## src/hdl/sbw_pkg.sv

```systemverilog
package sbw_pkg;

    localparam int MAX_WIDTH_DEF = 2048;
    localparam int ELEV_W        = 32;
    localparam int ROW_W         = 17;    // rows run to image_height + 1 during the flush
    localparam int IMG_W_W       = 12;
    localparam int IMG_H_W       = 16;
    localparam int EPS_W         = 31;
    localparam int CFG_IDX_W     = 2;
    localparam int CFG_DATA_W    = 32;

    localparam logic [IMG_W_W-1:0] IMG_W_RST = IMG_W_W'(1024);
    localparam logic [IMG_H_W-1:0] IMG_H_RST = IMG_H_W'(1024);
    localparam logic [EPS_W-1:0]   EPS_RST   = EPS_W'(256);

    localparam logic [ELEV_W-1:0] ELEV_MAX = {1'b0, {(ELEV_W-1){1'b1}}};
    localparam logic [ELEV_W-1:0] ELEV_MIN = {1'b1, {(ELEV_W-1){1'b0}}};

    // Result queue; must cover the three stages in flight plus a steady backlog.
    localparam int FIFO_DEPTH  = 8;
    localparam int FIFO_PTR_W  = $clog2(FIFO_DEPTH);
    localparam int FIFO_CNT_W  = $clog2(FIFO_DEPTH + 1);

    typedef enum logic [CFG_IDX_W-1:0] {
        CFG_IMAGE_WIDTH    = 2'd0,
        CFG_IMAGE_HEIGHT   = 2'd1,
        CFG_EPSILON        = 2'd2,
        CFG_USE_NEIGHBOURS = 2'd3
    } t_cfg_index;

    typedef struct packed {
        logic              on_stream;
        logic              elevation_valid;
        logic [ELEV_W-1:0] elevation;
    } t_cell;

    // Where the centre pixel sits in the grid, worked out when its window closes.
    typedef struct packed {
        logic produce;
        logic last;
        logic top_ok;
        logic bottom_ok;
        logic left_ok;
        logic right_ok;
    } t_pos;

    typedef struct packed {
        logic              valid;
        logic              produce;
        logic              last;
        logic              burn;
        logic              pix_valid;
        logic [ELEV_W-1:0] z;
    } t_min;

endpackage

```

## src/hdl/sbw_window.sv

```systemverilog
module sbw_window (
    input  logic           i_clk,
    input  logic           i_rst_n,
    input  logic           i_shift,
    input  sbw_pkg::t_cell i_top,
    input  sbw_pkg::t_cell i_mid,
    input  sbw_pkg::t_cell i_cell,
    input  sbw_pkg::t_pos  i_pos,
    input  logic           i_use_nb,
    output logic           o_b_valid,
    output sbw_pkg::t_min  o_min
);

    sbw_pkg::t_cell r_win [9];
    sbw_pkg::t_pos  r_b_pos;
    logic           r_b_valid;
    sbw_pkg::t_min  r_m;
    logic           r_m_valid;

    logic [sbw_pkg::ELEV_W-1:0] cand [9];
    logic [sbw_pkg::ELEV_W-1:0] l1 [4];
    logic [sbw_pkg::ELEV_W-1:0] l2 [2];
    logic [sbw_pkg::ELEV_W-1:0] l3;
    logic [sbw_pkg::ELEV_W-1:0] nb_min;
    logic                       burn;

    function automatic logic [sbw_pkg::ELEV_W-1:0] min2(
        input logic [sbw_pkg::ELEV_W-1:0] a,
        input logic [sbw_pkg::ELEV_W-1:0] b
    );
        return ($signed(a) < $signed(b)) ? a : b;
    endfunction

    // Skipped neighbours enter the tree as the largest elevation.
    function automatic logic [sbw_pkg::ELEV_W-1:0] pick(
        input sbw_pkg::t_cell nbr,
        input logic           ok,
        input logic           use_nb
    );
        return (use_nb && ok && nbr.elevation_valid && !nbr.on_stream) ?
               nbr.elevation : sbw_pkg::ELEV_MAX;
    endfunction

    always_ff @(posedge i_clk) begin
        if (!i_rst_n) begin
            r_win     <= '{default: '0};
            r_b_valid <= 1'b0;
            r_m_valid <= 1'b0;
        end else begin
            r_b_valid <= i_shift;
            r_m_valid <= r_b_valid;
            if (i_shift) begin
                r_win[0] <= r_win[1];
                r_win[1] <= r_win[2];
                r_win[2] <= i_top;
                r_win[3] <= r_win[4];
                r_win[4] <= r_win[5];
                r_win[5] <= i_mid;
                r_win[6] <= r_win[7];
                r_win[7] <= r_win[8];
                r_win[8] <= i_cell;
            end
        end
    end

    always_ff @(posedge i_clk) begin
        if (i_shift) begin
            r_b_pos <= i_pos;
        end
        r_m.valid     <= 1'b0;
        r_m.produce   <= r_b_pos.produce;
        r_m.last      <= r_b_pos.last;
        r_m.burn      <= burn;
        r_m.pix_valid <= r_win[4].elevation_valid;
        r_m.z         <= burn ? nb_min : r_win[4].elevation;
    end

    always_comb begin
        cand[0] = pick(r_win[0], r_b_pos.top_ok && r_b_pos.left_ok, i_use_nb);
        cand[1] = pick(r_win[1], r_b_pos.top_ok, i_use_nb);
        cand[2] = pick(r_win[2], r_b_pos.top_ok && r_b_pos.right_ok, i_use_nb);
        cand[3] = pick(r_win[3], r_b_pos.left_ok, i_use_nb);
        cand[4] = r_win[4].elevation;
        cand[5] = pick(r_win[5], r_b_pos.right_ok, i_use_nb);
        cand[6] = pick(r_win[6], r_b_pos.bottom_ok && r_b_pos.left_ok, i_use_nb);
        cand[7] = pick(r_win[7], r_b_pos.bottom_ok, i_use_nb);
        cand[8] = pick(r_win[8], r_b_pos.bottom_ok && r_b_pos.right_ok, i_use_nb);

        l1[0]  = min2(cand[0], cand[1]);
        l1[1]  = min2(cand[2], cand[3]);
        l1[2]  = min2(cand[5], cand[6]);
        l1[3]  = min2(cand[7], cand[8]);
        l2[0]  = min2(l1[0], l1[1]);
        l2[1]  = min2(l1[2], l1[3]);
        l3     = min2(l2[0], l2[1]);
        nb_min = min2(l3, cand[4]);

        burn = r_win[4].elevation_valid && r_win[4].on_stream;
    end

    always_comb begin
        o_min       = r_m;
        o_min.valid = r_m_valid;
    end

    assign o_b_valid = r_b_valid;

endmodule

```

## config.mk

```make
export PLATFORM = sky130hd
export DESIGN_NAME = sbw_window
export DESIGN_NICKNAME = d
export VERILOG_FILES = /design/src/hdl/sbw_pkg.sv /design/src/hdl/sbw_window.sv
export SDC_FILE = /design/constraint.sdc
export NUM_CORES = 1
export LEC_CHECK = 0
export BUFFER_PORTS_ARGS = -buffer_cell sky130_fd_sc_hd__clkbuf_2
export CAP_MARGIN = 10
export CORE_MARGIN = 1
export CORE_UTILIZATION = 35
export DETAILED_ROUTE_END_ITERATION = 8
export SYNTH_ARGS = -nofsm -noshare
export SYNTH_HDL_FRONTEND = slang
export SYNTH_SLANG_ARGS = --single-unit
```

## constraint.sdc

```tcl
create_clock -name i_clk -period 38 [get_ports i_clk]
set_clock_uncertainty 0.1 [all_clocks]
set_input_delay 3.8 -clock i_clk [delete_from_list [all_inputs] [get_ports i_clk]]
set_output_delay 3.8 -clock i_clk [all_outputs]
set_load 0.02 [all_outputs]
```

Word level (Yosys, flattened, before mapping)
Index checks and enable logic that the tools add are counted.

cells by class
  reduce and logical (&&, ||, !) cells = 37
  mux-type cells = 17
  magnitude comparators = 8

operators with widths
  cell                 number
  $mux W32             17
  $lt A32 B32 Y1       8
  $logic_and A1 B1 Y1  29
  $logic_not A1 Y1     8

word-level totals
  bits in registers = 350
  input port bits = 112
  output and inout bits = 38
  word-level logic and storage cells = 102

Longest topological paths before layout
Gate-level depths: netlist of the first run.

  word-level depth = 14
  depth in mapped cells = 56
  gate-level depth less buffers = 49

Worst setup path before layout of the first run
No wires, ideal clock.

  kind = in2reg
  start = in i_use_nb
  end = reg r_m (netlist bit o_min[22])
  setup slack = 23.488 ns
  stages = 54
  setup time = 0.121 ns
  required time = 37.779 ns
  path buffers = 10
  arrival time = 14.292 ns
  cell sequence = buf_4 -> nand4b_2 -> clkbuf_1 -> buf_1 -> buf_1 -> nor2_1 -> ha_1 -> nand4_1 -> nor4_2 -> o221ai_1 -> a21oi_1 -> or3_1 -> and2_1 -> clkbuf_1 -> clkbuf_1 -> buf_1 -> a21oi_1 -> inv_1 -> [... 18 more ...] -> or2_2 -> o21ai_0 -> o31ai_4 -> buf_6 -> mux2i_1 -> ha_1 -> a21o_1 -> a21o_1 -> a21o_1 -> a21o_1 -> a21o_1 -> a211oi_1 -> nand2_1 -> nor2_1 -> nand4b_1 -> a41oi_2 -> buf_6 -> mux2_2

between the ends
  cells in the longest elaborated chain, start to end = 13
  elaborated cells on any way between the ends = 49
  classes of those cells = order compare: 8; mux: 17; reduce/logical: 24

ends and longest elaborated chain
  element                           line              text
  start, declared                   sbw_window.sv:9   input logic i_use_nb,
  $logic_and A1 B1 Y1 (3 in a row)  sbw_window.sv:40  return (use_nb && ok && nbr.elevation_valid && !nbr.on_stream) ?
  $mux W32                          sbw_window.sv:40
  $lt A32 B32 Y1                    sbw_window.sv:31  return ($signed(a) < $signed(b)) ? a : b;
  $mux W32                          sbw_window.sv:31
  $lt A32 B32 Y1                    sbw_window.sv:31
  $mux W32                          sbw_window.sv:31
  $lt A32 B32 Y1                    sbw_window.sv:31
  $mux W32 (*)                      sbw_window.sv:31
  $lt A32 B32 Y1                    sbw_window.sv:31
  $mux W32 (*)                      sbw_window.sv:31
  $mux W32 (*)                      sbw_window.sv:75  r_m.z <= burn ? nb_min : r_win[4].elevation;
  end, declared                     sbw_window.sv:17  sbw_pkg::t_min r_m;

Every way passes the cells marked *; elsewhere a longest branch is shown, timed or not.
A chain may end at the register's enable or synchronous reset.

Final worst setup path of the first run
  start = in i_use_nb
  end = reg r_m (netlist bit o_min[9])

The elaborated chain is that of the path after synthesis.

==> results.toml, run 1 <==
[timing]
worst_pin_slew_ns = 1.09
relSlewSlack_pct = 27.1
drv_slew = 0
grt_setup_unrepaired = "no"
fin_crit_ns = 17.50
setup_viol = 0
final-hold-violation-count = 0
finalSetupTns_ns = 0
layout_setup_ws_ns = 20.50
timing.fmax_ghz = 0.0571
period_share_pct = 46.1

[worst_setup_path]
path_max_fanout = 61
cpPeakStageDelay_ns = 0.88
start_kind = "input port"
cpMostUsedCell = "a21o_1"
cp_slowest_cell = "and2_2"
cp_num_buf_inv = 7
crit_family = "compound AO/OA/AOI/OAI gates"
end_kind = "flip-flop"
critPathLaunch = "i_use_nb"
crit_cells = 50
cp-endpoint = "o_min[9]"
crit_required_ns = 38.34
ff2ff_path_depth = 49
arrival_ns = 17.84
path_class = "input port to flip-flop"
rr_endpoint = "o_min[9]"
reg2reg_from = "r_b_pos[0]"
r2r_slack_ns = 23.45

[finish]
final_cell_mix = "mux2i_1, dfxtp_1, nor2b_1"
drive_above_1_share_pct = 11.8
syn2layout_area_growth_pct = 12.4
final_nets = 3062
seqCellArea_mm2 = 0.00707
antenna_cells = 0
multi_input_area_mm2 = 0.0145
final_common_cell = "mux2i_1"
fillers = 6609
fin_util_pct = 40.0
fin_area_mm2 = 0.0259

[clocking]
clockRootBuffer = "clkbuf_16"
cts_setup_buffers = 0
clock_latency_ns = 0.58
cts_buffers = 43
clkTransAtPathRegs_ns = 0.05
cts_tree = "built"
clock_sinks = 350
cts_hold_buf = 0
clockBufferDepth = 3
ctsResizeCount = 0
htreeDepth = 2

[synthesis]
ys_seq_area_share_pct = 30.7
synth_async_sr_flop_share_pct = 0
ys_warn_count = 0
postSynthCellCount = 2629
synth_cell_types = 79
syn_area_mm2 = 0.0230
synth_edf_count = 6
synth-seq-cells = 350
avgSynthCellArea_um2 = 8.76
synth_top_flop_cell = "dfxtp_1"
syn-num-nets = 2984

[pwr]
vdd_drop_max_mv = 0.0259
p_per_area_mw_per_mm2 = 40.6
p_leak_nw = 12.4
power_w = 0.00105

[job]
maxCapViolCount = 0

[die]
num_rows = 93
die_w_um = 258
top_level_ports = 150
die-area_mm2 = 0.0668
core_mm2 = 0.0647
die_h_um = 258
start_util_pct = 35.6

[placed_design]
postPlaceCellArea_mm2 = 0.0245
portBuffers = 149
gp_congestion = 0.938
dpl.hpwl_um = 50500
preCtsSetupSlack_ns = 20.03

[detailed_routing]
drt-vias-per-instance = 5.00
drt-total-wl_um = 64800
drc = 0
drt_iter0_markers = 1126
vias = 18000
ant_nets = 0
routedWlPerCell_um = 18.1
firstDrtPassIters = 5

[worst_hold_path]
hold_path_class = "flip-flop to flip-flop"

[global_routing]
antenna_found_initial = 1
grt_max_degree = 123
globalRoute.totalOverflow = 0
grt_pass1_vias = 17200
grt_pass1_wl_um = 99900
grt.total_usage_pct = 19.1

[outcome]
status = "complete, no violations"
area by class of cell:
| class | count | share of cell area, % |
|---|---|---|
| Clock inverter | 11 | 0.532 |
| Tap cell | 855 | 4.13 |
| Multi-Input combinational cell | 1911 | 56.2 |
| Clock buffer | 62 | 4.98 |
| Inverter | 233 | 3.38 |
| Sequential cell | 350 | 27.3 |
| Timing Repair Buffer | 168 | 3.50 |
power breakdown:
group	internal (W)	leakage, nW	switching, W
logic	0.000101	8.81	0.000134
clock network	0.000254	0.709	0.000161
registers	0.000382	2.86	0.0000166
per-layer routing:
layer	GRT usage, %	vias to the layer above	routed length (um)
met5	0	-	10
met4	6.56	2	2060
met3	3.42	101	3070
met2	30.8	355	29200
met1	25.7	8266	30600
li1	-	9243	-
worst register-to-register path: cells and delay by family (launching register included):
kind	cells	cell delay (ns)
muxes	3	1.20
and+or+nand+nor	13	3.73
DFF	1	0.52
buffers and inverters	6	1.56
AOI/OAI and AO/OA	23	6.11
adders and majority gates	4	1.22
cells by family after synthesis:
family / share of synthesized area [%]
AOI/OAI and AO/OA: 9.57
adders and majority gates: 13.2
and+or+nand+nor: 19.9
buffers and inverters: 6.31
muxes: 20.3
DFF: 30.7
metrics by stage:
| step | hold WS, ns | instances |
|---|---|---|
| after global routing | 0.260 | 3590 |
| after detailed placement | 0.228 | 3517 |
| after floorplan | 0.223 | 2629 |
| after global placement | 0.224 | 3517 |
| final | 0.239 | 3590 |
| after CTS | 0.241 | 3590 |
worst min-delay path by stage:
stage | start | end | slack [ns] | cells after the start
CTS | r_b_pos[4] | o_min[34] | 0.24 | 0
finish | r_b_pos[4] | o_min[34] | 0.24 | 0
global route | r_b_pos[5] | o_min[35] | 0.26 | 0
global placement | r_b_pos[4] | o_min[34] | 0.22 | 0
floorplan | r_b_pos[4] | o_min[34] | 0.22 | 0
detailed placement | r_b_pos[4] | o_min[34] | 0.23 | 0
sequential cells by signal, summed over array words and instances, names as in the netlist:
signal and count:
o_b_valid 1, r_b_pos 6, r_win 274, cand 32, o_min 36, r_m_valid 1
synth_stat cells, types with 16 or more instances:
cell / n / area (um^2)
a211oi_1: 20 / 150
a21o_1: 48 / 360
a21oi_1: 154 / 771
buf_1: 38 / 143
clkbuf_1: 83 / 312
dfxtp_1: 344 / 6890
ha_1: 243 / 3040
inv_1: 233 / 875
mux2_2: 34 / 383
mux2i_1: 426 / 4260
nand2_1: 50 / 188
nand3_1: 16 / 80.1
nand4_1: 45 / 282
nor2_1: 272 / 1020
nor2b_1: 313 / 1960
nor3_1: 71 / 355
o21ai_0: 32 / 160
or2_2: 33 / 206
(Power assumes the default switching activity.)
==> run 2: changes to the inputs <==
ABC_AREA = 1   (was not set)
clock period = 16.35 ns   (was 38 ns; I/O delays follow)
==> results.toml, run 2 <==
[outcome]
status = "finished with violations"
violations = "design-rule violations"

[synthesis]
synth_cell_types = 38
synth.most_common_cell = "nor2_1"
yosys.area.top_type_share_pct = 32.7
synth_async_sr_flop_share_pct = 0
avgSynthCellArea_um2 = 6.92
synth_edf_count = 6
synth_area_leader_cell = "dfxtp_1"
synth_top_flop_cell = "dfxtp_1"
syn-num-nets = 3394
ys_warn_count = 0
synth_common_cells = "nor2_1, o21ai_0, nand2_1, dfxtp_1, ha_1"
postSynthCellCount = 3039
synth_top_cells_by_area = "dfxtp_1, ha_1, o21ai_0, nor2_1, nand2_1"
synth-seq-cells = 350
ys_seq_area_share_pct = 33.6
syn_area_mm2 = 0.0210

[worst_setup_path]
end_kind = "flip-flop"
path_max_fanout = 48
crit_family = "simple AND/OR/NAND/NOR gates"
cpPeakStageDelay_ns = 0.66
cpMostUsedCell = "nand2_1"
crit_required_ns = 16.75
path_class = "input port to flip-flop"
arrival_ns = 12.89
cp_num_buf_inv = 4
cp_slowest_cell = "nand3_4"
start_kind = "input port"

[die]
start_util_pct = 35.5
die-area_mm2 = 0.0611
core_mm2 = 0.0592
die_h_um = 247
num_rows = 89
die_w_um = 247
top_level_ports = 150

[detailed_routing]
vias = 19700
routedWlPerCell_um = 16.9
drt-vias-per-instance = 5.09
ant_nets = 0
firstDrtPassIters = 8
drt_iter0_markers = 1682
drc = 24
drt-total-wl_um = 65400

[pwr]
pwr-share-comb_pct = 48.0
p_int_w = 0.00198
vdd_drop_max_mv = 0.190
power_frac_seq_pct = 27.3
p_leak_nw = 10.9
switching_share_pct = 44.6
p_per_area_mw_per_mm2 = 153
switching_power_w = 0.00160
clkPwrFrac_pct = 24.8

[placed_design]
gp_congestion = 0.931
dpl.hpwl_um = 48300
portBuffers = 149
preCtsSetupSlack_ns = 3.49

[finish]
largest_register_ffs = 274
seqCellArea_mm2 = 0.00707
fillers = 6324
final_nets = 3420
final_cell_mix = "nor2_1, o21ai_0, nand2_1"
regMostFlops = "r_win"
syn2layout_area_growth_pct = 11.4
drive_above_1_share_pct = 11.7
multi_input_area_mm2 = 0.0129
final_common_cell = "nor2_1"

[timing]
fin_crit_ns = 12.48
layout_setup_ws_ns = 3.87
grt_setup_unrepaired = "no"
timing.fmax_ghz = 0.0801
setup_viol = 0
relSlewSlack_pct = 25.3
worst_pin_slew_ns = 1.12
final-hold-violation-count = 0
finalSetupTns_ns = 0
drv_slew = 0
period_share_pct = 76.4

[global_routing]
grt_pass1_wl_um = 102000
grt_pass1_vias = 18400
grt.total_usage_pct = 21.2
antenna_found_initial = 0
grt_max_degree = 136
globalRoute.totalOverflow = 0

[clocking]
ctsResizeCount = 0
cts_buffers = 40
htreeDepth = 2
cts_setup_buffers = 0
clockBufferDepth = 3
clkTransAtPathRegs_ns = 0.06
cts_tree = "built"
clock_sinks = 350
clockRootBuffer = "clkbuf_16"
cts_hold_buf = 0
clock_latency_ns = 0.57

[job]
maxCapViolCount = 0

[worst_hold_path]
hold_path_class = "flip-flop to flip-flop"
-- run 2: cell count changes after synthesis, moves of 47 or more --
cell      previous run  this run
inv_1              233       104
mux2i_1            426         0
nor2_1             272       605
a21oi_1            154       204
or2_2               33       115
nor3_1              71        11
o21ai_0             32       540
a21o_1              48         1
nand2_1             50       510
nor2b_1            313         0
clkbuf_1            83       168
-- run 2: routing by layer --
| metal | routed length (um) | track usage (%) | vias up |
|---|---|---|---|
| li1 | - | - | 10300 |
| met1 | 30500 | 28.5 | 8883 |
| met2 | 29700 | 34.5 | 414 |
| met3 | 3000 | 2.84 | 112 |
| met4 | 2080 | 7.74 | 0 |
| met5 | 0 | 0 | - |
-- run 2: layout make-up --
class / count / share of cell area [%]
clock inverter: 11 / 0.464
antenna: 4 / 0.0427
inverter: 110 / 1.79
sequential: 350 / 30.1
clock buffer: 56 / 4.91
timing repair buffer: 164 / 3.72
tap: 773 / 4.12
multi-input combinational: 2399 / 54.8
-- run 2: path summary, 6_finish.rpt --
path                    from   endpoint  slack (ns)  depth (start not counted)
setup / recovery    i_use_nb  o_min[30]        3.87                         50
hold / removal    r_b_pos[5]  o_min[35]        0.24                          0
setup reg to reg  r_b_pos[2]  o_min[30]        4.74                         49
hold reg to reg   r_b_pos[5]  o_min[35]        0.24                          0
-- run 2: metrics by stage --
step                      power [W]  hold slack, ns  area, um^2  cells  utilization [%]
after floorplan             0.00224           0.223       21000   3039                -
after global placement      0.00267           0.225       22200   3796             37.4
after detailed placement    0.00268           0.228       22200   3796             37.4
after CTS                   0.00358           0.248       23400   3863             39.6
after global routing        0.00389           0.272       23400   3863             39.6
final                       0.00358           0.243       23500   3867             39.6
-- run 2: kinds of logic (layout without fill, tap and decap cells) --
| logic type | after synthesis | count (layout) | synth area share [%] |
|---|---|---|---|
| other cells | 0 | 4 | 0 |
| compound gates | 782 | 782 | 19.2 |
| flops | 350 | 350 | 33.6 |
| fa+ha+maj | 243 | 243 | 14.4 |
| simple gates | 1374 | 1374 | 27.5 |
| buf+inv | 290 | 341 | 5.34 |
-- run 2: power by group through the flow --
stage / clock, W / sequential, W / combinational [W]
3_5_place_dp: 0 / 0.000995 / 0.00168
2_1_floorplan: 0 / 0.000984 / 0.00126
4_1_cts: 0.000908 / 0.000976 / 0.00169
5_1_grt: 0.000940 / 0.000982 / 0.00197
3_3_place_gp: 0 / 0.000995 / 0.00167
6_report: 0.000886 / 0.000976 / 0.00172
==> run 3: changes to the inputs <==
clock period = 12.2 ns   (was 16.35 ns; I/O delays follow)
==> results.toml, run 3 (synthesized netlist as in run 2, its figures left out) <==
[die]
top_level_ports = 150
die_w_um = 247
die-area_mm2 = 0.0611
start_util_pct = 35.5
die_h_um = 247
num_rows = 89
core_mm2 = 0.0592

[clocking]
clkTransAtPathRegs_ns = 0.06
clock_latency_ns = 0.57
ctsResizeCount = 0
cts_hold_buf = 0
cts_tree = "built"
htreeDepth = 2
cts_setup_buffers = 0
clockBufferDepth = 3
cts_buffers = 43
clockRootBuffer = "clkbuf_16"
clock_sinks = 350

[outcome]
status = "finished with violations"
violations = "design-rule violations"

[global_routing]
grt_pass1_vias = 18500
antenna_found_initial = 0
grt_max_degree = 151
globalRoute.totalOverflow = 0
grt_pass1_wl_um = 102000
grt.total_usage_pct = 21.2

[detailed_routing]
drt_iter0_markers = 1361
routedWlPerCell_um = 16.8
drt-total-wl_um = 65100
firstDrtPassIters = 8
drt-vias-per-instance = 5.10
vias = 19800
ant_nets = 0
drc = 24

[worst_setup_path]
cp_slowest_cell = "o21ai_0"
end_kind = "flip-flop"
crit_family = "simple AND/OR/NAND/NOR gates"
reg2reg_from = "r_b_pos[0]"
cp_num_buf_inv = 4
r2r_slack_ns = 1.45
cpMostUsedCell = "nand2_1"
cpPeakStageDelay_ns = 0.55
start_kind = "input port"
arrival_ns = 11.54
ff2ff_path_depth = 47
path_class = "input port to flip-flop"
crit_required_ns = 12.56
rr_endpoint = "o_min[0]"
path_max_fanout = 48

[timing]
finalSetupTns_ns = 0
period_share_pct = 91.6
drv_slew = 0
final-hold-violation-count = 0
fin_crit_ns = 11.18
worst_pin_slew_ns = 0.994
timing.fmax_ghz = 0.0894
grt_setup_unrepaired = "no"
relSlewSlack_pct = 33.7
setup_viol = 0

[placed_design]
portBuffers = 149
dpl.hpwl_um = 48000
gp_congestion = 0.913

[worst_hold_path]
hold_path_class = "flip-flop to flip-flop"
whs_endpoint = "o_min[35]"
min_from = "r_b_pos[5]"
hold_depth = 0

[finish]
final_cell_mix = "nor2_1, o21ai_0, nand2_1"
syn2layout_area_growth_pct = 13.3
fin_util_pct = 40.2
regMostFlops = "r_win"
final_nets = 3439
largest_register_ffs = 274
drive_above_1_share_pct = 12.6
final_common_cell = "nor2_1"

[pwr]
p_leak_nw = 11.1
vdd_drop_max_mv = 0.192
p_per_area_mw_per_mm2 = 211

[job]
maxCapViolCount = 0
==> run 3: final cells by class <==
cell class / instances / area, um^2
clock inverters: 18 / 258
clock buffers: 58 / 1240
repair buffers: 180 / 1020
fillers: 6284 / 35400
well taps: 773 / 967
flip-flops and latches: 350 / 7070
multi-input cells: 2399 / 12900
diodes: 1 / 2.50
inverters: 110 / 420
==> run 3: worst max-delay path by stage <==
stage                     startpoint        end  cells after the start
after floorplan             i_use_nb  o_min[23]                     53
after global placement      i_use_nb   o_min[4]                     50
after detailed placement    i_use_nb   o_min[3]                     48
after CTS                   i_use_nb   o_min[0]                     48
after global routing        i_use_nb   o_min[9]                     52
final                       i_use_nb   o_min[0]                     48
==> run 3: report_power, final <==
group | total (W) | internal (W) | switching [W]
Combinational | 0.00237 | 0.000763 | 0.00160
Clock | 0.00136 | 0.000842 | 0.000522
Sequential | 0.00131 | 0.00124 | 0.0000709
Total | 0.00504 | 0.00284 | 0.00220
==> run 3: through the flow <==
step | total power (W) | hold WS (ns) | std cells | instance area (um^2) | setup slack (ns)
floorplan | 0.00300 | 0.223 | 3039 | 21000 | 3.49
global route | 0.00545 | 0.248 | 3888 | 23800 | 0.0295
global placement | 0.00363 | 0.224 | 3812 | 22300 | 0.586
CTS | 0.00503 | 0.244 | 3888 | 23800 | 0.997
finish | 0.00504 | 0.237 | 3889 | 23800 | 1.02
detailed placement | 0.00365 | 0.227 | 3812 | 22300 | 0.384
==> run 3: per-layer routing <==
layer	GRT usage [%]	vias to the layer above	wire, um
met5	0	-	0
met4	8.46	0	2400
met3	2.94	115	3270
met2	34.3	421	29200
met1	28.3	8959	30300
li1	-	10300	-
