==> src/hdl/sbw_pkg.sv <==
package sbw_pkg;

    localparam int MAX_WIDTH_DEF = 2048;
    localparam int ELEV_W        = 32;
    localparam int ROW_W         = 17;    // rows run to image_height + 1 during the flush
    localparam int IMG_W_W       = 12;
    localparam int IMG_H_W       = 16;
    localparam int EPS_W         = 31;
    localparam int CFG_IDX_W     = 2;
    localparam int CFG_DATA_W    = 32;

    localparam logic [IMG_W_W-1:0] IMG_W_RST = IMG_W_W'(1024);
    localparam logic [IMG_H_W-1:0] IMG_H_RST = IMG_H_W'(1024);
    localparam logic [EPS_W-1:0]   EPS_RST   = EPS_W'(256);

    localparam logic [ELEV_W-1:0] ELEV_MAX = {1'b0, {(ELEV_W-1){1'b1}}};
    localparam logic [ELEV_W-1:0] ELEV_MIN = {1'b1, {(ELEV_W-1){1'b0}}};

    // Result queue; must cover the three stages in flight plus a steady backlog.
    localparam int FIFO_DEPTH  = 8;
    localparam int FIFO_PTR_W  = $clog2(FIFO_DEPTH);
    localparam int FIFO_CNT_W  = $clog2(FIFO_DEPTH + 1);

    typedef enum logic [CFG_IDX_W-1:0] {
        CFG_IMAGE_WIDTH    = 2'd0,
        CFG_IMAGE_HEIGHT   = 2'd1,
        CFG_EPSILON        = 2'd2,
        CFG_USE_NEIGHBOURS = 2'd3
    } t_cfg_index;

    typedef struct packed {
        logic              on_stream;
        logic              elevation_valid;
        logic [ELEV_W-1:0] elevation;
    } t_cell;

    // Where the centre pixel sits in the grid, worked out when its window closes.
    typedef struct packed {
        logic produce;
        logic last;
        logic top_ok;
        logic bottom_ok;
        logic left_ok;
        logic right_ok;
    } t_pos;

    typedef struct packed {
        logic              valid;
        logic              produce;
        logic              last;
        logic              burn;
        logic              pix_valid;
        logic [ELEV_W-1:0] z;
    } t_min;

endpackage

==> src/hdl/sbw_burn_out.sv <==
module sbw_burn_out (
    input  logic                           i_clk,
    input  logic                           i_rst_n,
    input  sbw_pkg::t_min                  i_min,
    input  logic [sbw_pkg::EPS_W-1:0]      i_eps,
    input  logic                           i_stall,
    output logic [sbw_pkg::FIFO_CNT_W-1:0] o_count,
    output logic                           o_valid,
    output logic signed [sbw_pkg::ELEV_W-1:0] o_burned_elevation,
    output logic                           o_result_valid,
    output logic                           o_last_of_frame
);

    typedef struct packed {
        logic [sbw_pkg::ELEV_W-1:0] elev;
        logic                       valid;
        logic                       last;
    } t_entry;

    t_entry                         r_q [sbw_pkg::FIFO_DEPTH];
    logic [sbw_pkg::FIFO_PTR_W-1:0] r_wr_ptr;
    logic [sbw_pkg::FIFO_PTR_W-1:0] r_rd_ptr;
    logic [sbw_pkg::FIFO_CNT_W-1:0] r_count;
    logic [sbw_pkg::FIFO_CNT_W-1:0] n_count;

    logic [sbw_pkg::ELEV_W:0]   diff;
    logic                       sat;
    logic [sbw_pkg::ELEV_W-1:0] burned;
    logic                       push;
    logic                       pop;

    function automatic logic [sbw_pkg::FIFO_PTR_W-1:0] next_ptr(
        input logic [sbw_pkg::FIFO_PTR_W-1:0] p
    );
        return (p == sbw_pkg::FIFO_PTR_W'(sbw_pkg::FIFO_DEPTH - 1)) ? '0 : p + 1'b1;
    endfunction

    // epsilon is never negative, so only the low end can overflow
    assign diff   = {i_min.z[sbw_pkg::ELEV_W-1], i_min.z}
                  - {2'b00, i_eps};
    assign sat    = diff[sbw_pkg::ELEV_W] != diff[sbw_pkg::ELEV_W-1];
    assign burned = !i_min.burn ? i_min.z :
                    sat         ? sbw_pkg::ELEV_MIN : diff[sbw_pkg::ELEV_W-1:0];

    assign push    = i_min.valid && i_min.produce;
    assign pop     = o_valid && !i_stall;
    assign n_count = r_count + sbw_pkg::FIFO_CNT_W'(push) - sbw_pkg::FIFO_CNT_W'(pop);

    always_ff @(posedge i_clk) begin
        if (!i_rst_n) begin
            r_wr_ptr <= '0;
            r_rd_ptr <= '0;
            r_count  <= '0;
        end else begin
            r_count <= n_count;
            if (push) begin
                r_wr_ptr <= next_ptr(r_wr_ptr);
            end
            if (pop) begin
                r_rd_ptr <= next_ptr(r_rd_ptr);
            end
        end
    end

    always_ff @(posedge i_clk) begin
        if (push) begin
            r_q[r_wr_ptr] <= '{elev: burned, valid: i_min.pix_valid, last: i_min.last};
        end
    end

    assign o_count            = r_count;
    assign o_valid            = r_count != '0;
    assign o_burned_elevation = r_q[r_rd_ptr].elev;
    assign o_result_valid     = r_q[r_rd_ptr].valid;
    assign o_last_of_frame    = r_q[r_rd_ptr].last;

endmodule

==> config.mk <==
export PLATFORM = sky130hd
export DESIGN_NAME = sbw_burn_out
export DESIGN_NICKNAME = d
export VERILOG_FILES = /design/src/hdl/sbw_pkg.sv /design/src/hdl/sbw_burn_out.sv
export SDC_FILE = /design/constraint.sdc
export NUM_CORES = 1
export LEC_CHECK = 0
export ABC_AREA = 0
export ABC_CLOCK_PERIOD_IN_PS = 7600
export BUFFER_PORTS_ARGS = -buffer_cell sky130_fd_sc_hd__buf_2
export CAP_MARGIN = 20
export CORE_MARGIN = 1
export CORE_UTILIZATION = 60
export DETAILED_ROUTE_END_ITERATION = 10
export GPL_TIMING_DRIVEN = 0
export PLACE_DENSITY = 0.89
export SLEW_MARGIN = 20
export SYNTH_ARGS = -nofsm -noshare
export SYNTH_HDL_FRONTEND = slang
export SYNTH_SLANG_ARGS = --single-unit
==> constraint.sdc <==
create_clock -name i_clk -period 7.6 [get_ports i_clk]
set_input_delay 1.9 -clock i_clk [delete_from_list [all_inputs] [get_ports i_clk]]
set_output_delay 1.9 -clock i_clk [all_outputs]
set_load 0.05 [all_outputs]
# Yosys cells after proc, flatten, opt, wreduce, memory -nomap -nowiden

Memory sizes are Yosys's and may differ from the RTL's. A register that Yosys moved wholly into a read port is not among the register bits.
Index checks and enable logic that the tools add are counted.

$add $sub $neg: 5
$mul: 0
Divide/modulo/power cells: 0
Magnitude comparators: 0
Equal/unequal tests: 3
Shifts and indexed selects: 0
Multiplexer cells: 8
Bitwise operators: 0
Reductions and logical operators: 4

Operator list:

| cell                                         | number |
|---|---|
| two-way mux 32 bit                           | 2 |
| subtractor 32 x 32 -> 33 bit                 | 1 |
| two-way mux 3 bit                            | 4 |
| adder 3 x 1 -> 3 bit (second input constant) | 2 |
| == test 3 bit (second input constant)        | 2 |
| adder 4 x 1 -> 4 bit                         | 1 |
| nonzero test 4 bit                           | 1 |
| subtractor 4 x 1 -> 4 bit                    | 1 |
| logical AND 1 bit                            | 2 |
| two-way mux 1 bit                            | 2 |
| logical NOT 1 bit                            | 1 |
| != test 1 bit                                | 1 |

Register bits: 10
Latch bits: 0
Bits in writable memories: 272
Bits in read-only memories: 0
Output and inout bits: 39
Word-level logic and storage cells: 24
Memories: 1

Memories:

| memory | depth | width | read ports | clocked after memory_dff | wr ports | line               | RTL |
|---|---|---|---|---|---|---|---|
| r_q    | 8     | 34    | 1          | 1                        | 1        | sbw_burn_out.sv:20 | `t_entry r_q [sbw_pkg::FIFO_DEPTH];` |

# Longest topological paths before layout

Gate-level depths: netlist of run 1.

Depth in word-level cells: 4
Depth in mapped cells: 15
Mapped depth without buffers: 15

# Worst setup path before layout of run 1

OpenSTA, ideal clock, no wires.

Path kind: input-to-reg
From: input port i_min[36] (netlist name)
To: memory r_q[0][0] (netlist name) (enable)
Library setup time: 0.510 ns
Data arrival time: 5.347 ns
Slack: 1.743 ns
Cell stages on the path: 2
Path buffers: 0
Path through: nand2_1 nor4_1

Word-level cells in the longest chain between the ends: 3

RTL lines:

| what                                    | line               | RTL |
|---|---|---|
| start, declared                         | sbw_burn_out.sv:4  | `input sbw_pkg::t_min i_min,` |
| logical AND 1 bit                       | sbw_burn_out.sv:45 | `assign push = i_min.valid && i_min.produce;` |
| two-way mux 1 bit                       | sbw_burn_out.sv:66 | `if (push) begin` |
| two-way mux 1 bit (not written as such) | sbw_burn_out.sv:67 | `r_q[r_wr_ptr] <= '{elev: burned, valid: i_min.pix_valid, last: i_min.last};` |
| end, declared                           | sbw_burn_out.sv:20 |  |

No other way between the ends.

# Final worst setup path of run 1

From: input port i_min[0] (netlist name)
To: memory r_q[2][18] (netlist name) (data pin)

Word-level cells in the longest chain between the ends: 4

RTL lines:

| what                             | line               | RTL |
|---|---|---|
| subtractor 32 x 32 -> 33 bit (*) | sbw_burn_out.sv:40 | `- {2'b00, i_eps};` |
| != test 1 bit                    | sbw_burn_out.sv:41 | `assign sat = diff[sbw_pkg::ELEV_W] != diff[sbw_pkg::ELEV_W-1];` |
| two-way mux 32 bit (*)           | sbw_burn_out.sv:43 | `sat ? sbw_pkg::ELEV_MIN : diff[sbw_pkg::ELEV_W-1:0];` |
| two-way mux 32 bit (*)           | sbw_burn_out.sv:42 | `assign burned = !i_min.burn ? i_min.z :` |
| net burned, one bit              | sbw_burn_out.sv:28 | `logic [sbw_pkg::ELEV_W-1:0] burned;` |

Mark *: on every way through the listed nets, which the timed path passes. The rest lies on a longest branch.

==> reports/qor.csv, run 1 <==
metric,value,unit
min_path_type,register to register,
layout.cells.most_common,sky130_fd_sc_hd__edfxtp_1,
vias_per_cell,6.55,
required,7870,ps
power.switching,1.30,mW
share_comb_of_total_power,27.7,%
path_clk_slew,60,ps
max-cap-violations,0,
post_synth_main_area_contributors,"sky130_fd_sc_hd__edfxtp_1, sky130_fd_sc_hd__mux4_2, sky130_fd_sc_hd__ha_1",
post_drt_wl_per_cell,25.2,um
leakage,5.43,nW
post-cts-setup-buffers,0,
setup.worst_path.end_class,register,
final_area,0.0152,sq mm
postSynthCellCount,805,
met2_length,15.5,mm
die_height,150,um
power.density_cell_area,278,mW/mm^2
antenna_violations_before_repair,0,
ioPinCount,110,
setup.worst_path.class,input pin to register,
final_max_slew_viol_count,0,
row_count,53,
post_cts_resized,0,
core-area,0.0213,sq mm
timing.critical_path.arrival,5910,ps
synth_fp_nets,919,
worst_skew_pair.late_latency,520,ps
internal-power,2.92,mW
hpwl_reported_at_the_end_of_detailed_placement,21.7,mm
fin_tns_setup,0,ps
seqPwrFrac,43.0,%
yosys_most_used_dff,sky130_fd_sc_hd__edfxtp_1,
vdd.ir_drop.worst,0.000135,V
design.die.area,0.0226,sq mm
syn_to_final_growth,15.2,%
cts-root-buf,sky130_fd_sc_hd__clkbuf_16,
nNetsFinal,1085,
post-synth-top-area-cell,sky130_fd_sc_hd__edfxtp_1,
wirelength_met1,12.6,mm
finalSetupViolations,0,
postRouteWirelength,32.0,mm
ant_nets,0,
drt_first_iter_violations,776,
layout.cells.most_common_list,"sky130_fd_sc_hd__edfxtp_1, sky130_fd_sc_hd__buf_2, sky130_fd_sc_hd__mux4_2",
dr_wl_met3,2.82,mm
synth_top_area_share,62.0,%
globalRouteTotalUtil,29.6,%
post_route_cells_drive_above_1_share,31.8,%
synth-seq-area-share,64.0,%
final.period_utilization,74.2,%
port_buffers,109,
detail_route.first_pass.iterations,5,
rsz_0062_raised_after_global_routing,false,
h-tree-depth,1,
diodes,0,
gp_congestion,0.941,
cts_tree,built,
grt_pass1_vias,8247,
global_route_wire_length_before_repair,48.4,mm
worst_slew_margin_rel,25.7,%
routed.top_layer,met4,
grt_overflow,0,
clkSinkCount,285,
layout_min_cycle_time,5640,ps
ctsLongestPathBuffers,3,
routed-via-count,8293,
yosysUniqueCellTypes,70,
ys.warnings.count,0,
synth_edf_count,272,
status,"complete, no violations",
netlist_area,0.0132,sq mm
critPathMaxFanout,10,
grt_start_max_net_pins,22,
synthArstFlopShare,0,%
max_slew.worst_pin.slew,1100,ps
skew,17.2,ps
ys_seq_elements,285,
avgSynthCellArea,16.4,sq um
max_freq,177,MHz
cts.hold.buffers_added,0,
drc,0,
finalHoldViolCount,0,
crit_path_start_kind,input pin,
placed_cell_area,0.0144,sq mm
initial_core_util,61.9,%
p_sw_share,30.8,%
numCtsBuffers,26,
pwr-share-clk,29.3,%
chipWidth,150,um
final.fill_count,1253,
power by group through the flow:
stage | clock network, mW | registers [mW] | logic [mW]
after floorplan | 0 | 1.87 | 0.845
after global placement | 0 | 1.85 | 1.12
after detailed placement | 0 | 1.85 | 1.16
after CTS | 1.24 | 1.82 | 1.17
after global routing | 1.30 | 1.82 | 1.25
final | 1.24 | 1.81 | 1.17
registers in the layout, indices dropped and copies added (netlist names), named ones only:
signal	flops
r_q	272
o_count	4
r_rd_ptr	3
r_wr_ptr	3
metal layers:
metal  up-vias  track usage (%)
met5         -                0
met4         0             11.7
met1      4077             40.6
li1       3561                -
met2       570             48.8
met3        85             3.61
metrics by stage:
stage | instances | setup slack [ps] | hold slack (ps) | total power [mW] | utilization [%]
floorplan | 805 | 1740 | 505 | 2.72 | -
global placement | 1189 | -1060 | 527 | 2.96 | 66.1
detailed placement | 1218 | 1560 | 563 | 3.00 | 67.5
CTS | 1266 | 2060 | 565 | 4.23 | 71.3
global route | 1266 | 1620 | 607 | 4.36 | 71.3
finish | 1266 | 1960 | 556 | 4.22 | 71.3
Yosys cell counts, drive strengths merged (6+ instances only):
cell type / count
a21o: 13
a21oi: 30
a22o: 23
a31oi: 6
buf: 19
clkbuf: 16
dfxtp: 13
edfxtp: 272
ha: 41
inv: 46
mux2: 34
mux4: 68
nand2: 36
nand3: 10
nand4: 6
nor2: 24
nor2b: 8
nor3: 10
o21a: 10
o21ai: 26
xnor2: 14
xor2: 12
critical path, cell delays in order:
cell and delay [ps]:
sky130_fd_sc_hd__buf_2 90, sky130_fd_sc_hd__inv_1 50, sky130_fd_sc_hd__ha_1 210, sky130_fd_sc_hd__inv_1 70, sky130_fd_sc_hd__fa_1 230, sky130_fd_sc_hd__a211oi_2 100, sky130_fd_sc_hd__o21ai_1 240, sky130_fd_sc_hd__nand3_1 220
sky130_fd_sc_hd__a2111oi_2 530, sky130_fd_sc_hd__o2111ai_1 190, sky130_fd_sc_hd__a21oi_1 180, sky130_fd_sc_hd__ha_1 320, sky130_fd_sc_hd__nor2_1 560, sky130_fd_sc_hd__clkbuf_1 520, sky130_fd_sc_hd__a22o_1 480
final cells by class:
type                            instances  area [sq um]  area share, %
Sequential cell                       285          8430           55.5
Multi-Input combinational cell        438          4460           29.4
Timing Repair Buffer                  138           806           5.31
Buffer                                 35           168           1.10
Tap cell                              275           344           2.27
Clock inverter                         10          71.3          0.470
Clock buffer                           38           727           4.79
Inverter                               47           176           1.16
cell families (layout without fill, tap and decap cells):
group / after synthesis / count (layout) / share of synthesized area, %
flip-flops: 285 / 285 / 64.0
adder cells (fa/ha/maj): 43 / 43 / 4.20
AO/OA/AOI/OAI: 148 / 148 / 8.27
AND/OR/NAND/NOR: 115 / 115 / 4.37
multiplexers: 106 / 106 / 14.8
buffers and inverters: 82 / 268 / 2.61
XOR/XNOR: 26 / 26 / 1.73
path summary, 6_finish.rpt:
kind         slack (ps)                    end                     start  cells past startpoint
max                1960   r_q[2][18]$_DFFE_PP_                  i_min[0]                     15
max reg2reg        5100  o_count[2]$_SDFF_PN0_     o_count[2]$_SDFF_PN0_                     10
min                 560               register  r_rd_ptr[0]$_SDFFE_PN0P_                      2
min reg2reg         560               register  r_rd_ptr[0]$_SDFFE_PN0P_                      2
(Power assumes the default switching activity.)
==> run 2, diff against run 1 <==
--- a/config.mk
+++ b/config.mk
@@ -6,14 +6,14 @@
 export NUM_CORES = 1
 export LEC_CHECK = 0
 export ABC_AREA = 0
-export ABC_CLOCK_PERIOD_IN_PS = 7600
+export ABC_CLOCK_PERIOD_IN_PS = 4960
 export BUFFER_PORTS_ARGS = -buffer_cell sky130_fd_sc_hd__buf_2
 export CAP_MARGIN = 20
 export CORE_MARGIN = 1
-export CORE_UTILIZATION = 60
+export CORE_UTILIZATION = 54
 export DETAILED_ROUTE_END_ITERATION = 10
 export GPL_TIMING_DRIVEN = 0
-export PLACE_DENSITY = 0.89
+export PLACE_DENSITY = 0.85
 export SLEW_MARGIN = 20
 export SYNTH_ARGS = -nofsm -noshare
 export SYNTH_HDL_FRONTEND = slang
==> constraint.sdc (replaced) <==
create_clock -name i_clk -period 4.96 [get_ports i_clk]
set_input_delay 1.24 -clock i_clk [delete_from_list [all_inputs] [get_ports i_clk]]
set_output_delay 1.24 -clock i_clk [all_outputs]
set_load 0.05 [all_outputs]
==> run 2 against run 1 <==
Compared with the run above:
- die area increased by 11%
- combinational power increased by 52%
- clock power increased by 75%
- total power increased by 59%
- count of clock-buffer cells in the layout decreased by 9
- wire length decreased by 2.0%
- global-route usage decreased by 3.5 points
- register-to-register slack got worse by 2600 ps
- sequential power increased by 54%
- clock skew decreased by 5.5 ps
- utilization decreased by 6.3 points
- largest cell class unchanged
- largest power group unchanged
- highest routed layer unchanged
==> reports/qor.csv, run 2 (synthesis results as in run 1) <==
metric,value,unit,change
ioPinCount,110,,unchanged
power.density_cell_area,437,mW/mm^2,was 278 mW/mm^2
registers.top_by_ff_count,r_q,,unchanged
post_cts_resized,0,,unchanged
final_area,0.0154,sq mm,was 0.0152 sq mm
final_max_slew_viol_count,0,,unchanged
row_count,56,,was 53
initial_core_util,55.6,%,was 61.9%
hpwl_reported_at_the_end_of_detailed_placement,21.4,mm,was 21.7 mm
cp_slowest_cell,sky130_fd_sc_hd__a22o_1,,was sky130_fd_sc_hd__nor2_1
skew,11.7,ps,was 17.2 ps
critical-path-top-cell-by-count,sky130_fd_sc_hd__ha_1,,
layout.cells.most_common_list,"sky130_fd_sc_hd__edfxtp_1, sky130_fd_sc_hd__buf_2, sky130_fd_sc_hd__mux4_2",,unchanged
max_slew.worst_pin.slew,1160,ps,was 1100 ps
layout_min_cycle_time,4680,ps,
critical_path.reg2reg.startpoint,o_count[2]$_SDFF_PN0_,,unchanged
rsz_0062_raised_after_global_routing,false,,unchanged
crit_path_cell_chain,buf_2 -> inv_1 -> ha_1 -> nor2b_1 -> o2111ai_1 -> a21oi_2 -> nor3b_4 -> o311ai_1 -> a221oi_2 -> xnor2_1 -> ha_1 -> nor2_2 -> clkbuf_1 -> a22o_1,,was buf_2 -> inv_1 -> ha_1 -> inv_1 -> fa_1 -> a211oi_2 -> o21ai_1 -> nand3_1 -> a2111oi_2 -> o2111ai_1 -> a21oi_1 -> ha_1 -> nor2_1 -> clkbuf_1 -> a22o_1
internal-power,4.72,mW,was 2.92 mW
largest_reg_flops,272,,unchanged
worst_slew_margin_rel,21.7,%,was 25.7%
postRouteWirelength,31.3,mm,was 32.0 mm
crit_path_start_kind,input pin,,unchanged
placed_cell_area,0.0144,sq mm,about the same
drc,0,,unchanged
worst_skew_pair.late_latency,520,ps,about the same
pwr-share-clk,32.2,%,was 29.3%
cpPeakStageDelay,460,ps,was 560 ps
chipWidth,158,um,was 150 um
core-area,0.0237,sq mm,was 0.0213 sq mm
timing.critical_path.max_delay_family,compound AO/OA/AOI/OAI gates,,unchanged
globalRouteTotalUtil,26.1,%,was 29.6%
final.fill_count,1670,,was 1253
setup.worst_path.end_class,register,,unchanged
hold_depth,2,,unchanged
path_clk_slew,70,ps,was 60 ps
rr_endpoint,o_count[2]$_SDFF_PN0_,,unchanged
grt_start_max_net_pins,21,,was 22
diodes,0,,unchanged
max_freq,214,MHz,
p_sw_share,29.9,%,was 30.8%
reg_to_reg_setup_timing_slack,2500,ps,was 5100 ps
final.period_utilization,94.4,%,
ant_nets,0,,unchanged
post_drt_wl_per_cell,24.0,um,was 25.2 um
power.switching,2.01,mW,was 1.30 mW
vdd.ir_drop.worst,0.000307,V,was 0.000135 V
r2r_cells,10,,unchanged
post-cts-setup-buffers,0,,unchanged
worst-path-buf-inv,3,,was 4
cts.hold.buffers_added,0,,unchanged
gp_congestion,0.937,,was 0.941
h-tree-depth,1,,unchanged
post_route_cells_drive_above_1_share,32.8,%,was 31.8%
grt_overflow,0,,unchanged
cts_tree,built,,unchanged
die_height,158,um,was 150 um
multi_input_comb_area,0.00447,sq mm,was 0.00446 sq mm
leakage,5.50,nW,was 5.43 nW
vias_per_cell,6.18,,was 6.55
port_buffers,109,,unchanged
drt_first_iter_violations,699,,was 776
numCtsBuffers,26,,unchanged
syn_to_final_growth,16.8,%,was 15.2%
clkSinkCount,285,,unchanged
layout.cells.most_common,sky130_fd_sc_hd__edfxtp_1,,unchanged
antenna_violations_before_repair,0,,unchanged
global_route_wire_length_before_repair,47.2,mm,was 48.4 mm
status,"complete, no violations",,unchanged
min_path_type,register to register,,unchanged
grt_pass1_vias,8083,,was 8247
routed-via-count,8070,,was 8293
timing.critical_path.arrival,4960,ps,was 5910 ps
seq_area,0.00843,sq mm,unchanged
hold-worst-slack,557,ps,was 556 ps
share_comb_of_total_power,26.5,%,was 27.7%
required,5240,ps,was 7870 ps
min_from,r_rd_ptr[0]$_SDFFE_PN0P_,,unchanged
finalSetupViolations,0,,unchanged
nNetsFinal,1081,,was 1085
cts-root-buf,sky130_fd_sc_hd__clkbuf_16,,unchanged
seqPwrFrac,41.3,%,was 43.0%
finalHoldViolCount,0,,unchanged
max-cap-violations,0,,unchanged
critPathMaxFanout,10,,unchanged
detail_route.first_pass.iterations,5,,unchanged
design.die.area,0.0250,sq mm,was 0.0226 sq mm
hold-path-endpoint,r_rd_ptr[0]$_SDFFE_PN0P_,,
ctsLongestPathBuffers,3,,unchanged
setup.worst_path.class,input pin to register,,unchanged
-- run 2: worst max path at each step --
stage	start	end	slack (ps)	cells past startpoint
after detailed placement	i_eps[1]	r_q[7][16]$_DFFE_PP_	-360	14
after global placement	i_min[36]	r_q[4][24]$_DFFE_PP_	-1670	3
after CTS	i_eps[1]	r_q[2][13]$_DFFE_PP_	160	14
after global routing	i_min[0]	r_q[2][13]$_DFFE_PP_	40	15
after floorplan	i_eps[1]	r_q[0][11]$_DFFE_PP_	580	12
final	i_eps[1]	r_q[7][13]$_DFFE_PP_	280	14
-- run 2: power by group through the flow --
stage | combinational, mW | sequential, mW | clock, mW
detailed placement | 1.77 | 2.83 | 0
floorplan | 1.30 | 2.87 | 0
global placement | 1.72 | 2.83 | 0
global route | 1.90 | 2.78 | 2.27
CTS | 1.79 | 2.78 | 2.18
finish | 1.78 | 2.78 | 2.17
-- run 2: routing by layer --
| metal | track usage [%] | share of wire [%] |
|---|---|---|
| met1 | 33.7 | 39 |
| met2 | 45.8 | 52 |
| met3 | 3.28 | 6.6 |
| met4 | 8.61 | 2.4 |
| met5 | 0 | 0 |
-- run 2: through the flow --
stage	power (mW)	setup WS, ps	utilization [%]	std cells	TNS, ps
after floorplan	4.17	582	-	805	0
final	6.73	278	65.0	1306	0
after CTS	6.75	163	64.9	1305	0
after detailed placement	4.60	-356	61.0	1257	-50550
after global placement	4.55	-1670	59.6	1233	-266730
after global routing	6.96	42.9	65.0	1306	0
-- run 2: cell type report --
cell class / count / share of cell area (%)
Tap cell: 319 / 2.59
Inverter: 47 / 1.15
Timing Repair Buffer: 134 / 5.28
Multi-Input combinational cell: 438 / 29.0
Buffer: 35 / 1.09
Sequential cell: 285 / 54.8
Clock buffer: 29 / 4.44
Clock inverter: 19 / 1.64
-- run 2: tightest hold or removal path: cells and delay by family, from the launching register on --
family,cells,cell delay (ps)
simple gates,1,70
mux,1,120
flops,1,320
==> run 3, diff against run 2 <==
--- a/config.mk
+++ b/config.mk
@@ -7,13 +7,13 @@
 export LEC_CHECK = 0
 export ABC_AREA = 0
 export ABC_CLOCK_PERIOD_IN_PS = 4960
-export BUFFER_PORTS_ARGS = -buffer_cell sky130_fd_sc_hd__buf_2
+export BUFFER_PORTS_ARGS = -buffer_cell sky130_fd_sc_hd__clkbuf_2
 export CAP_MARGIN = 20
 export CORE_MARGIN = 1
-export CORE_UTILIZATION = 54
+export CORE_UTILIZATION = 28
 export DETAILED_ROUTE_END_ITERATION = 10
 export GPL_TIMING_DRIVEN = 0
-export PLACE_DENSITY = 0.85
+export PLACE_DENSITY = 0.54
 export SLEW_MARGIN = 20
 export SYNTH_ARGS = -nofsm -noshare
 export SYNTH_HDL_FRONTEND = slang
==> run 3 against run 2 <==
Compared with the run above:
- sequential power is essentially flat
- first-iteration DRC count shrank 19%
- worst hold slack lost 8.0 ps
- clock power down 7%
- design area rose by 2.7%
- sequential share of layout area down 1.4 points
- total power is 1.7% lower
- final cell count increased by 23%
- sequential cell count unchanged
- clock skew rose by 5.9 ps
- critical path type unchanged
==> reports/qor.csv, run 3 (synthesis results as in run 1) <==
metric,value,unit,change
status,"complete, no violations",,unchanged
drt_first_iter_violations,565,,was 699
post_route_cells_drive_above_1_share,33.5,%,was 32.8%
r2r_cells,10,,unchanged
critical_path.reg2reg.startpoint,o_count[2]$_SDFF_PN0_,,unchanged
chipWidth,219,um,was 158 um
cpPeakStageDelay,600,ps,was 460 ps
startpoint,i_min[0],,was i_eps[1]
rsz_0062_raised_after_global_routing,false,,unchanged
cts_tree,built,,unchanged
critPathMaxFanout,10,,unchanged
postRouteWirelength,32.3,mm,was 31.3 mm
port_buffers,109,,unchanged
final_max_slew_viol_count,0,,unchanged
max_slew.worst_pin.slew,960,ps,was 1160 ps
max_freq,214,MHz,about the same
clkSinkCount,285,,unchanged
core-area,0.0465,sq mm,was 0.0237 sq mm
final_util,34.0,%,was 65.0%
skew,17.5,ps,was 11.7 ps
gp_congestion,0.832,,was 0.937
final.period_utilization,94.3,%,was 94.4%
grt.met3_usage,1.46,%,was 3.28%
met1_grt_util,19.0,%,was 33.7%
ant_nets,0,,unchanged
die_height,219,um,was 158 um
required,5240,ps,about the same
grt_overflow,0,,unchanged
detail_route.first_pass.iterations,5,,unchanged
reg_to_reg_setup_timing_slack,2540,ps,was 2500 ps
grt_start_max_net_pins,20,,was 21
hpwl_reported_at_the_end_of_detailed_placement,24.3,mm,was 21.4 mm
hold-worst-slack,549,ps,was 557 ps
initial_core_util,28.4,%,was 55.6%
ioPinCount,110,,unchanged
drc,0,,unchanged
timing.critical_path.depth,15,,was 14
syn_to_final_growth,19.9,%,was 16.8%
finalSetupViolations,0,,unchanged
fin_tns_setup,0,ps,unchanged
vdd.ir_drop.worst,0.000266,V,was 0.000307 V
registers.top_by_ff_count,r_q,,unchanged
grt_pass1_vias,8002,,was 8083
design.die.area,0.0479,sq mm,was 0.0250 sq mm
worst_skew_pair.late_latency,530,ps,was 520 ps
antenna_violations_before_repair,1,,was 0
timing_endpoint_of_the_critical_path,r_q[4][19]$_DFFE_PP_,,was r_q[7][13]$_DFFE_PP_
cts-root-buf,sky130_fd_sc_hd__clkbuf_16,,unchanged
globalRouteTotalUtil,13.7,%,was 26.1%
row_count,79,,was 56
layout_min_cycle_time,4680,ps,about the same
seq_area,0.00843,sq mm,unchanged
finalHoldViolCount,0,,unchanged
ctsLongestPathBuffers,3,,unchanged
vias_per_cell,4.80,,was 6.18
crit_path_start_kind,input pin,,unchanged
max-cap-violations,0,,unchanged
cp_slowest_cell,sky130_fd_sc_hd__a2111oi_2,,was sky130_fd_sc_hd__a22o_1
path_clk_slew,60,ps,was 70 ps
leakage,5.55,nW,was 5.50 nW
global_route.peak_usage_layer,met2,,unchanged
worst-path-buf-inv,4,,was 3
crit_path_cell_chain,clkbuf_2 -> inv_1 -> ha_1 -> inv_1 -> fa_1 -> a211oi_2 -> o21ai_1 -> nand3_1 -> a2111oi_2 -> o2111ai_1 -> a21oi_1 -> ha_1 -> nor2_2 -> clkbuf_2 -> a22o_1,,was buf_2 -> inv_1 -> ha_1 -> nor2b_1 -> o2111ai_1 -> a21oi_2 -> nor3b_4 -> o311ai_1 -> a221oi_2 -> xnor2_1 -> ha_1 -> nor2_2 -> clkbuf_1 -> a22o_1
timing.critical_path.max_delay_family,compound AO/OA/AOI/OAI gates,,unchanged
worst_slew_margin_rel,35.3,%,was 21.7%
layout.cells.most_common,sky130_fd_sc_hd__edfxtp_1,,unchanged
timing.critical_path.arrival,4960,ps,about the same
min_path_type,register to register,,unchanged
global_route_wire_length_before_repair,49.4,mm,was 47.2 mm
post_drt_wl_per_cell,20.1,um,was 24.0 um
post-cts-setup-buffers,0,,unchanged
final.fill_count,4518,,was 1670
largest_reg_flops,272,,unchanged
layout.cells.most_common_list,"sky130_fd_sc_hd__edfxtp_1, sky130_fd_sc_hd__clkbuf_2, sky130_fd_sc_hd__mux4_2",,"was sky130_fd_sc_hd__edfxtp_1, sky130_fd_sc_hd__buf_2, sky130_fd_sc_hd__mux4_2"
numCtsBuffers,29,,was 26
setup.worst_path.class,input pin to register,,unchanged
rr_endpoint,o_count[2]$_SDFF_PN0_,,unchanged
multi_input_comb_area,0.00448,sq mm,was 0.00447 sq mm
power.density_cell_area,419,mW/mm^2,was 437 mW/mm^2
dp.cells,1552,,was 1257
grt_util_met2,23.1,%,was 45.8%
setup.worst_path.end_class,register,,unchanged
routed-via-count,7723,,was 8070
h-tree-depth,1,,unchanged
placed_cell_area,0.0149,sq mm,was 0.0144 sq mm
final_area,0.0158,sq mm,was 0.0154 sq mm
nNetsFinal,1091,,was 1081
instances_no_fill,1608,,was 1306
## run 3: how the worst min path moves through the flow
stage                        startpoint                        to  slack, ps  cells past startpoint
2_1_floorplan  r_rd_ptr[1]$_SDFFE_PN0P_                  register        510                      2
3_3_place_gp   r_rd_ptr[1]$_SDFFE_PN0P_  r_rd_ptr[1]$_SDFFE_PN0P_        550                      2
3_5_place_dp   r_rd_ptr[1]$_SDFFE_PN0P_  r_rd_ptr[1]$_SDFFE_PN0P_        540                      2
4_1_cts        r_rd_ptr[1]$_SDFFE_PN0P_                  register        560                      2
5_1_grt        r_rd_ptr[1]$_SDFFE_PN0P_  r_rd_ptr[1]$_SDFFE_PN0P_        590                      2
6_report       r_rd_ptr[2]$_SDFFE_PN0P_  r_rd_ptr[2]$_SDFFE_PN0P_        550                      2
## run 3: per-layer routing
metal  wire length (um)  vias to the layer above
met5                  0                        -
met4                498                        0
met3               1030                       32
met2              15800                      167
met1              14900                     3956
li1                   -                     3568
## run 3: final cells by class
| type | instances | area share, % |
|---|---|---|
| diodes | 1 | 0.0158 |
| well taps | 607 | 4.81 |
| clock inverters | 19 | 0.871 |
| plain buffers | 35 | 1.08 |
| multi-input cells | 438 | 28.4 |
| clock buffers | 35 | 4.74 |
| inverters | 47 | 1.12 |
| repair buffers | 141 | 5.65 |
| flip-flops and latches | 285 | 53.3 |
## run 3: worst min-delay path, stage by stage, from the launching register on
cell                      delay, ps
sky130_fd_sc_hd__dfxtp_1        310
sky130_fd_sc_hd__mux2i_1        120
sky130_fd_sc_hd__nor2b_1         70
## run 3: metrics by stage
step	power (mW)	worst slack, ps
6_report	6.61	284
5_1_grt	6.91	64.2
4_1_cts	6.69	30.1
3_5_place_dp	4.67	-601
3_3_place_gp	4.64	-2090
2_1_floorplan	4.17	582
## run 3: what timing repair did
| action | 4_1_cts | 5_1_grt |
|---|---|---|
| hold buffers | 0 | 0 |
| resized for setup | 1 | 11 |
| endpoints found under the setup margin | 72 | 128 |
## run 3: report_power, final
group | switching, mW | internal [mW] | total, mW
Sequential | 0.0247 | 2.75 | 2.78
Combinational | 1.14 | 0.668 | 1.81
Clock | 0.852 | 1.17 | 2.02
